$ cat config.mk
export PLATFORM = sky130hd
export DESIGN_NAME = radial_glow_premultiplied_pixel_top
export DESIGN_NICKNAME = d
export VERILOG_FILES = /design/src/rtl/rglow_pkg.sv /design/src/rtl/radial_glow_premultiplied_pixel_top.sv
export SDC_FILE = /design/constraint.sdc
export NUM_CORES = 2
export LEC_CHECK = 0
export BUFFER_PORTS_ARGS = -buffer_cell sky130_fd_sc_hd__clkbuf_2
export CAP_MARGIN = 20
export CORE_MARGIN = 4
export CORE_UTILIZATION = 45
export CTS_CLUSTER_SIZE = 10
export DETAILED_ROUTE_END_ITERATION = 7
export PLACE_DENSITY = 0.61
export SLEW_MARGIN = 20
export SYNTH_ARGS = -nofsm -noshare
export SYNTH_HDL_FRONTEND = slang
export SYNTH_SLANG_ARGS = --single-unit
$ cat constraint.sdc
create_clock -name i_clk -period 8.91 [get_ports i_clk]
set_input_delay 2.2275 -clock i_clk [delete_from_list [all_inputs] [get_ports i_clk]]
set_output_delay 2.2275 -clock i_clk [all_outputs]
set_load 0.05 [all_outputs]
$ cat src/rtl/rglow_pkg.sv
// Package for the radial glow pixel generator.
// Holds sprite geometry, field widths, register indexes and payload structs.
// No dependencies.
package rglow_pkg;

    localparam int SPRITE_SIZE = 256;
    localparam int HALF        = SPRITE_SIZE / 2;
    localparam int COORD_W     = 8;
    localparam int COLOR_W     = 8;
    localparam int GAIN_W      = 9;
    localparam int CFG_IDX_W   = 2;
    localparam int CFG_DATA_W  = 9;
    localparam int RAD_W       = 16;
    localparam int SQ_STAGES   = RAD_W / 2;

    localparam logic [COLOR_W-1:0] COLOR_RST = 8'd255;
    localparam logic [GAIN_W-1:0]  GAIN_RST  = 9'd256;

    typedef enum logic [CFG_IDX_W-1:0] {
        CFG_RED   = 2'd0,
        CFG_GREEN = 2'd1,
        CFG_BLUE  = 2'd2,
        CFG_GAIN  = 2'd3
    } t_cfg_idx;

    typedef struct packed {
        logic [COORD_W-1:0] pix_x;
        logic [COORD_W-1:0] pix_y;
    } t_pix_in;

    typedef struct packed {
        logic [COLOR_W-1:0] out_alpha;
        logic [COLOR_W-1:0] out_red;
        logic [COLOR_W-1:0] out_green;
        logic [COLOR_W-1:0] out_blue;
    } t_pix_out;

endpackage

$ cat src/rtl/radial_glow_premultiplied_pixel_top.sv
// Radial glow pixel generator: one premultiplied BGRA pixel per coordinate.
// Fully pipelined: squares, distance, 8-stage integer square root, alpha, premultiply.
// Depends on rglow_pkg.

// A pixel is taken on every clock where start is high; busy is always low.
// Each result appears on o_pix with o_strobe high for one cycle, in the
// order of the transfers; the pipeline sustains one pixel per clock and
// results cannot be held off. The square root resolves two radius bits per
// stage over eight stages. Color and gain
// registers are sampled late in the pipe; write them only while no pixel is
// in flight.
module radial_glow_premultiplied_pixel_top
    import rglow_pkg::*;
(
    input  logic                  i_clk,
    input  logic                  i_rst_n,
    input  logic                  start,
    output logic                  busy,
    input  t_pix_in               i_pix,
    output logic                  o_strobe,
    output t_pix_out              o_pix,
    input  logic                  i_cfg_we,
    input  logic [CFG_IDX_W-1:0]  i_cfg_idx,
    input  logic [CFG_DATA_W-1:0] i_cfg_data
);

    logic [COLOR_W-1:0] r_red, r_green, r_blue;
    logic [GAIN_W-1:0]  r_gain;

    always_ff @(posedge i_clk) begin
        if (!i_rst_n) begin
            r_red   <= COLOR_RST;
            r_green <= COLOR_RST;
            r_blue  <= COLOR_RST;
            r_gain  <= GAIN_RST;
        end else if (i_cfg_we) begin
            unique case (t_cfg_idx'(i_cfg_idx))
                CFG_RED:   r_red   <= i_cfg_data[COLOR_W-1:0];
                CFG_GREEN: r_green <= i_cfg_data[COLOR_W-1:0];
                CFG_BLUE:  r_blue  <= i_cfg_data[COLOR_W-1:0];
                CFG_GAIN:  r_gain  <= i_cfg_data[GAIN_W-1:0];
                default: ;
            endcase
        end
    end

    assign busy = 1'b0;

    // stage 1: squared offsets
    logic               r_s1_vld;
    logic [15:0]        r_sqx, r_sqy;
    logic signed [8:0]  dx, dy;
    logic signed [17:0] px, py;

    always_comb begin
        dx = $signed({1'b0, i_pix.pix_x}) - 9'sd128;
        dy = $signed({1'b0, i_pix.pix_y}) - 9'sd128;
        px = dx * dx;
        py = dy * dy;
    end

    always_ff @(posedge i_clk) begin
        if (!i_rst_n) r_s1_vld <= 1'b0;
        else          r_s1_vld <= start;
        r_sqx <= px[15:0];
        r_sqy <= py[15:0];
    end

    // stage 2: distance squared, outside test, square root feed
    logic        r_sq_vld  [0:SQ_STAGES];
    logic        r_sq_out  [0:SQ_STAGES];
    logic [31:0] r_sq_rad  [0:SQ_STAGES];
    logic [17:0] r_sq_rem  [0:SQ_STAGES];
    logic [15:0] r_sq_root [0:SQ_STAGES];
    logic [16:0] d2;

    assign d2 = {1'b0, r_sqx} + {1'b0, r_sqy};

    always_ff @(posedge i_clk) begin
        if (!i_rst_n) r_sq_vld[0] <= 1'b0;
        else          r_sq_vld[0] <= r_s1_vld;
        r_sq_out[0]  <= (d2[16:14] != 3'd0);
        r_sq_rad[0]  <= {d2[13:0], 18'd0};
        r_sq_rem[0]  <= '0;
        r_sq_root[0] <= '0;
    end

    // square root: two result bits per stage
    genvar g;
    generate
        for (g = 0; g < SQ_STAGES; g++) begin : g_sqrt
            logic [17:0] n_rem;
            logic [15:0] n_root;
            logic [31:0] n_rad;

            always_comb begin
                logic [19:0] a;
                logic [17:0] t;
                n_rem  = r_sq_rem[g];
                n_root = r_sq_root[g];
                n_rad  = r_sq_rad[g];
                for (int k = 0; k < 2; k++) begin
                    a = {n_rem, n_rad[31:30]};
                    t = {n_root, 2'b01};
                    if (a >= {2'b00, t}) begin
                        n_rem  = 18'(a - {2'b00, t});
                        n_root = {n_root[14:0], 1'b1};
                    end else begin
                        n_rem  = a[17:0];
                        n_root = {n_root[14:0], 1'b0};
                    end
                    n_rad = {n_rad[29:0], 2'b00};
                end
            end

            always_ff @(posedge i_clk) begin
                if (!i_rst_n) r_sq_vld[g+1] <= 1'b0;
                else          r_sq_vld[g+1] <= r_sq_vld[g];
                r_sq_out[g+1]  <= r_sq_out[g];
                r_sq_rad[g+1]  <= n_rad;
                r_sq_rem[g+1]  <= n_rem;
                r_sq_root[g+1] <= n_root;
            end
        end
    endgenerate

    // alpha: core^2, times gain, times 255 with saturation; zero outside the circle
    logic        r_a1_vld, r_a1_out;
    logic [32:0] r_core2;
    logic [16:0] core;
    logic [33:0] core2;

    assign core  = 17'h10000 - {1'b0, r_sq_root[SQ_STAGES]};
    assign core2 = core * core;

    always_ff @(posedge i_clk) begin
        if (!i_rst_n) r_a1_vld <= 1'b0;
        else          r_a1_vld <= r_sq_vld[SQ_STAGES];
        r_a1_out <= r_sq_out[SQ_STAGES];
        r_core2  <= core2[32:0];
    end

    logic        r_a2_vld, r_a2_out;
    logic [41:0] r_pg;

    always_ff @(posedge i_clk) begin
        if (!i_rst_n) r_a2_vld <= 1'b0;
        else          r_a2_vld <= r_a1_vld;
        r_a2_out <= r_a1_out;
        r_pg     <= r_core2 * r_gain;
    end

    logic               r_a3_vld;
    logic [COLOR_W-1:0] r_alpha;
    logic [49:0]        q;
    logic [COLOR_W-1:0] n_alpha;

    always_comb begin
        q = {r_pg, 8'd0} - {8'd0, r_pg};
        if (r_a2_out)            n_alpha = '0;
        else if (q[49:48] != '0) n_alpha = 8'd255;
        else                     n_alpha = q[47:40];
    end

    always_ff @(posedge i_clk) begin
        if (!i_rst_n) r_a3_vld <= 1'b0;
        else          r_a3_vld <= r_a2_vld;
        r_alpha <= n_alpha;
    end

    // premultiply
    logic               r_m_vld;
    logic [COLOR_W-1:0] r_m_alpha;
    logic [15:0]        r_mr, r_mg, r_mb;

    always_ff @(posedge i_clk) begin
        if (!i_rst_n) r_m_vld <= 1'b0;
        else          r_m_vld <= r_a3_vld;
        r_m_alpha <= r_alpha;
        r_mr      <= r_red * r_alpha;
        r_mg      <= r_green * r_alpha;
        r_mb      <= r_blue * r_alpha;
    end

    // floor(x / 255) for 16-bit x below 65280: (x + (x >> 8) + 1) >> 8
    function automatic logic [COLOR_W-1:0] div255(input logic [15:0] x);
        logic [16:0] s;
        s = {1'b0, x} + {9'd0, x[15:8]} + 17'd1;
        return s[15:8];
    endfunction

    logic     r_o_vld;
    t_pix_out r_o_pix;

    always_ff @(posedge i_clk) begin
        if (!i_rst_n) r_o_vld <= 1'b0;
        else          r_o_vld <= r_m_vld;
        r_o_pix.out_alpha <= r_m_alpha;
        r_o_pix.out_red   <= div255(r_mr);
        r_o_pix.out_green <= div255(r_mg);
        r_o_pix.out_blue  <= div255(r_mb);
    end

    assign o_strobe = r_o_vld;
    assign o_pix    = r_o_pix;

endmodule
Word-level counts from Yosys, hierarchy flattened
Memories as Yosys holds them, arrays and structs flattened. A register that Yosys moved wholly into a read port is not among the register bits.
Cells that the tools add are included.
{"block": "op_classes", "n_addsub": 27, "multipliers": 7, "order_cmp": 16, "eq_ne": 3, "muxes": 44, "bitwise_logic": 9, "n_reduce_logical": 8}
{"operator": "$ge A20 B18 Y1", "n": 16}
{"operator": "$mux W18", "n": 16}
{"operator": "$sub A18 B18 Y18", "n": 16}
{"operator": "$sub A50 B42 Y50", "n": 1}
{"operator": "$add A16 B1 Y16 const B", "n": 3}
{"operator": "$add A16 B8 Y16", "n": 3}
{"operator": "$mul A8 B8 Y16", "n": 3}
{"operator": "$mul A33 B9 Y42", "n": 1}
{"operator": "$mul A17 B17 Y33", "n": 1}
{"operator": "$mul A9 B9 Y16", "n": 2}
{"operator": "$mux W1", "n": 27}
{"operator": "$sub A8 B8 Y9 const B", "n": 2}
{"operator": "$add A16 B16 Y17", "n": 1}
{"operator": "$sub A17 B16 Y17 const A", "n": 1}
{"operator": "$or A1 B1 Y1", "n": 9}
{"operator": "$mux W8", "n": 1}
{"operator": "$reduce_and A2 Y1", "n": 4}
{"operator": "$eq A2 B2 Y1 const B", "n": 2}
{"operator": "$reduce_bool A3 Y1", "n": 1}
{"operator": "$eq A2 B1 Y1 const B", "n": 1}
{"operator": "$logic_not A2 Y1", "n": 1}
{"operator": "$reduce_bool A2 Y1", "n": 1}
{"operator": "$logic_not A1 Y1", "n": 1}
{"block": "word_totals", "register_bits": 242, "ram_bits": 576, "in_bits": 31, "output_inout_bits": 34, "word_cells": 142, "n_memories": 5}
{"memory": "r_sq_rad", "depth": 9, "word_bits": 28, "read_ports": 8, "rd_clocked_by_memory_dff": 0, "wr": 9, "line": "radial_glow_premultiplied_pixel_top.sv:72", "text": "logic [31:0] r_sq_rad [0:SQ_STAGES];"}
{"memory": "r_sq_rem", "depth": 9, "word_bits": 18, "read_ports": 8, "rd_clocked_by_memory_dff": 0, "wr": 9, "line": "radial_glow_premultiplied_pixel_top.sv:73", "text": "logic [17:0] r_sq_rem [0:SQ_STAGES];"}
{"memory": "r_sq_root", "depth": 9, "word_bits": 16, "read_ports": 9, "rd_clocked_by_memory_dff": 0, "wr": 9, "line": "radial_glow_premultiplied_pixel_top.sv:74", "text": "logic [15:0] r_sq_root [0:SQ_STAGES];"}
{"memory": "r_sq_out", "depth": 9, "word_bits": 1, "read_ports": 9, "rd_clocked_by_memory_dff": 1, "wr": 9, "line": "radial_glow_premultiplied_pixel_top.sv:71", "text": "logic r_sq_out [0:SQ_STAGES];"}
{"memory": "r_sq_vld", "depth": 9, "word_bits": 1, "read_ports": 9, "rd_clocked_by_memory_dff": 1, "wr": 9, "line": "radial_glow_premultiplied_pixel_top.sv:70", "text": "logic r_sq_vld [0:SQ_STAGES];"}

Logic depth before layout (Yosys ltp)
An unclocked memory read counts as a cell.
{"block": "depth", "word_depth": 5, "ltp_mapped": 31, "depth_no_buf": 30}

Least setup slack after synthesis
Ideal clock, no wire load.
{"block": "synth_path", "kind": "register to register", "startpoint": "memory r_sq_root[8][3] (netlist: r_sq_root[0][131])", "endpoint": "register r_core2[28]", "setup_ns": 0.072, "arrival_ns": 7.592, "path_slack_ns": 1.246, "path_stages_with_launch": 27, "path_buffers": 0, "path_cell_list": "dfxtp_1 -> nor4_1 -> nand2_1 -> or4_1 -> nor3_1 -> xor2_1 -> clkinv_1 -> nand2_1 -> inv_1 -> fa_1 -> inv_1 -> fa_1 -> inv_1 -> fa_1 -> fa_1 -> fa_1 -> inv_1 -> fa_1 -> inv_1 -> ha_1 -> or4_1 -> o22a_1 -> a221oi_2 -> nor2_1 -> or3_1 -> a21oi_1 -> xnor2_1"}
{"element": "start: declaration", "line": "radial_glow_premultiplied_pixel_top.sv:74"}
{"element": "end signal: assignment", "line": "radial_glow_premultiplied_pixel_top.sv:140", "text": "r_core2 <= core2[32:0];"}
{"element": "end: declaration", "line": "radial_glow_premultiplied_pixel_top.sv:129", "text": "logic [32:0] r_core2;"}

==> implementation parameters <==
Parameter                              Value

Status
  Result of the run ... completed

Clocking
  CTS clock-pin slew for the worst setup and hold paths ... about 60 ps
  Clock tree from TritonCTS ... built
  CTS Buffer Depth ... 3
  Number of H-tree levels ... 2
  Clock root buffer ... clkbuf_16
  Number of gates given a new drive strength after cts ... 0
  Clock latency on the worst-skew pair ... 660 ps
  Number of sinks handled by clock tree synthesis ... ~480
  TritonCTS buffer count ... 60
  # hold bufs at CTS ... 0
  Post-CTS setup buffer count ... 0

Placement
  Placed Cells ... ~6700
  Port buffer count ... between 60 and 70
  Detail Placement HPWL ... approximately 88 mm
  Placer Congestion ... 0.8550
  Post-place setup slack ... just under 700 ps

Synthesis
  Main area contributors after synthesis ... fa_1 (25%), dfxtp_1 (20%), ha_1 (14%)
  Number of enable-type register cells in the synthesized netlist ... 0
  Distinct cell type count of the synthesized netlist ... 100
  Average instance area after synthesis ... roughly 9.1 um^2
  Top cells by instance count after synthesis ... inv_1 (854), fa_1 (614), nand2_1 (579)
  Most used flip-flop cell after synthesis ... dfxtp_1
  Synth area leader ... fa_1
  Fraction of registers with async set/reset ... 0%
  Syn. warnings ... 0
  Sequential-to-total area share from yosys stat ... 19.79%
  Most numerous cell in the Yosys netlist ... inv_1
  Synth top area share ... about a quarter
  Number of register bits inferred by synthesis ... roughly 480
  Syn Std Cell Area ... 48240 um^2
  Mapped Cells ... roughly 5300

Critical path
  Crit path largest cell delay ... 600 ps
  R2R Path Start ... r_sq_root[0][131]
  Endpoint type of the worst setup path ... register
  Path type of the worst setup path ... reg -> reg
  Slack of the worst reg-to-reg path ... ~600 ps
  Endpoint of the most critical register-to-register path ... r_core2[32]
  Critical Path Fanout Max ... 8
  Data required time of the critical path ... around 9500 ps
  Critical Path Sink ... r_core2[32]
  Slowest stage cell on the critical path ... a221oi_2
  Number of cells traversed by the worst register-to-register path ... 27
  CP Launch Point ... r_sq_root[0][131]
  Worst path arrival time ... ~9000 ps
  Type of element launching the critical path ... register
  Cell type with the highest occurrence count on the critical path ... fa_1

Power
  Peak VDD IR ... around 0.34 mV
  Power density over the cells ... between 200 and 300 nW/um^2
  Total power ... 14.27 mW
  Leakage power of the design ... about 26 nW

GRT
  Number of global-route vias before repair ... 36691
  Remaining global-route overflow ... 0
  Global-route wire length before repair ... 182.2 mm
  Overall fraction of global-route tracks in use ... between 10% and 20%
  Maximum number of pins on one net before global-route repair ... around 50
  Antenna violations before repair ... 5

Floorplan
  Placement Rows ... 119
  Initial Utilization ... a little under half
  Die Height ... about 340 um
  Placeable core region ... ~110000 um^2
  Die footprint ... ~110000 um^2
  Die extent in x ... roughly 340 um
  Boundary Pins ... 65

Route
  Detailed-route wire length per cell ... between 15 and 20 um
  Number of design rule violations left after detail routing ... 0
  Routed vias/inst ... roughly 5.2
  Via total after detailed routing ... roughly 35000
  Number of search-and-repair iterations in the first detailed-routing pass ... 5
  Iter 0 DRT Violations ... ~1600
  Routed Wire Length ... between 100 and 150 mm
  Residual antenna-violating net count after detailed routing ... 0

STA
  Final Hold Violating Endpoints ... 0
  Worst slew margin relative to its limit ... around 28%
  Hold slack ... between 300 and 400 ps
  Final-report setup violation count ... 0
  Final period utilization ... slightly above 90%
  Final slew viol count ... 0
  Least-Margin Pin Slew ... approximately 1100 ps
  Fin crit period ... 8315 ps
  Maximum operating frequency ... about 120 MHz
  Sum Neg Setup Slack ... 0 ps
  Final critical-path setup slack ... slightly below 600 ps
  Unrepaired setup endpoints after global routing ... false
  Skew final ... 32.69 ps

Run
  Number of max-cap violations ... 0

Min path
  Beginning of the worst hold path ... r_sq_out[4]
  Worst hold path type ... reg -> reg

Layout
  Number of nets in the final layout ... approximately 6500
  Non-filler cells, final ... roughly 6700
  Area growth from synthesis to layout ... 7.348%
  Layout cells sized above 1 ... about 5%
layer usage:
metal / global-route usage [%] / part of all wire [%] / vias to the layer above / wire, um
li1: - / - / 17084 / -
met1: 25.32 / 44 / 17181 / 47250
met4: 5.803 / 2.7 / 0 / 2906
met5: 0 / 0 / - / 0
met3: 2.580 / 4.3 / 162 / 4650
met2: 34.50 / 49 / 618 / 52900
state kept, by name, indices dropped and copies added (netlist names), 16 cells and up:
name / flops
o_pix: 32
r_sq_root: 72
r_core2: 32
r_mg: 16
r_sq_rad: 32
r_mr: 16
r_pg: 42
r_mb: 16
r_sq_rem: 114
cells by family after synthesis:
family	count (synthesis)	synth area share, %
AND/OR/NAND/NOR	1561	15.78
adder cells (fa/ha/maj)	1155	39.51
buffers and inverters	1002	7.874
AO/OA/AOI/OAI	731	9.993
flip-flops	477	19.79
XOR/XNOR	311	5.662
multiplexers	60	1.375
other	2	0.01557
cells in the final DEF, fill, tap and decap left out, drive strengths merged, types with 21 or more instances in the layout:
| cell | netlist | final |
|---|---|---|
| fa | 614 | 614 |
| nand4 | 24 | 24 |
| o21a | 59 | 59 |
| nor2b | 55 | 55 |
| dfxtp | 477 | 477 |
| o21bai | 26 | 26 |
| nand2 | 579 | 579 |
| buf | 41 | 30 |
| nor2 | 285 | 285 |
| or2 | 21 | 21 |
| nand2b | 38 | 38 |
| or3 | 31 | 31 |
| nor3 | 66 | 66 |
| ha | 541 | 541 |
| and2 | 279 | 279 |
| nand3 | 80 | 80 |
| o21ai | 156 | 156 |
| xnor2 | 233 | 233 |
| clkbuf | 99 | 139 |
| a21oi | 211 | 211 |
| nor4 | 33 | 33 |
| a21o | 64 | 64 |
| xor2 | 78 | 78 |
| a21boi | 29 | 29 |
| inv | 857 | 859 |
| mux2 | 50 | 50 |
stage by stage:
step,utilization (%),area [um^2]
after global routing,48.92,51790
after detailed placement,47.25,50020
after CTS,48.91,51780
final,48.92,51790
after floorplan,-,48300
after global placement,47.25,50020
critical path, delay by kind of cell, from the launching register on:
kind	cells	cell delay (ps)
simple gates	6	2110
buf+inv	7	730
compound gates	5	1450
fa+ha+maj	7	3260
xor+xnor	2	300
flops	1	350
worst min-delay path by stage:
stage,to,cells past startpoint
after global routing,r_sq_rad[0][81],0
after floorplan,o_pix[24],0
after CTS,r_sq_out[5],0
final,r_sq_out[5],0
after detailed placement,r_sq_out[6],0
after global placement,r_sq_rad[0][52],0
cell type report:
type | instances | area [um^2]
Timing Repair Buffer | 93 | 540.5
Inverter | 862 | 3237
Clock buffer | 76 | 1613
Clock inverter | 13 | 148.9
Tap cell | 1391 | 1740
Fill cell | 10162 | 54080
Sequential cell | 477 | 9553
Antenna cell | 1 | 2.502
Multi-Input combinational cell | 3835 | 34950
power by group:
group	internal (mW)	leakage, nW	switching (mW)
clock network	1.31	0.854	0.925
logic	3.70	21.3	4.83
registers	2.85	3.94	0.647
Power figures use the tool's default switching activity.
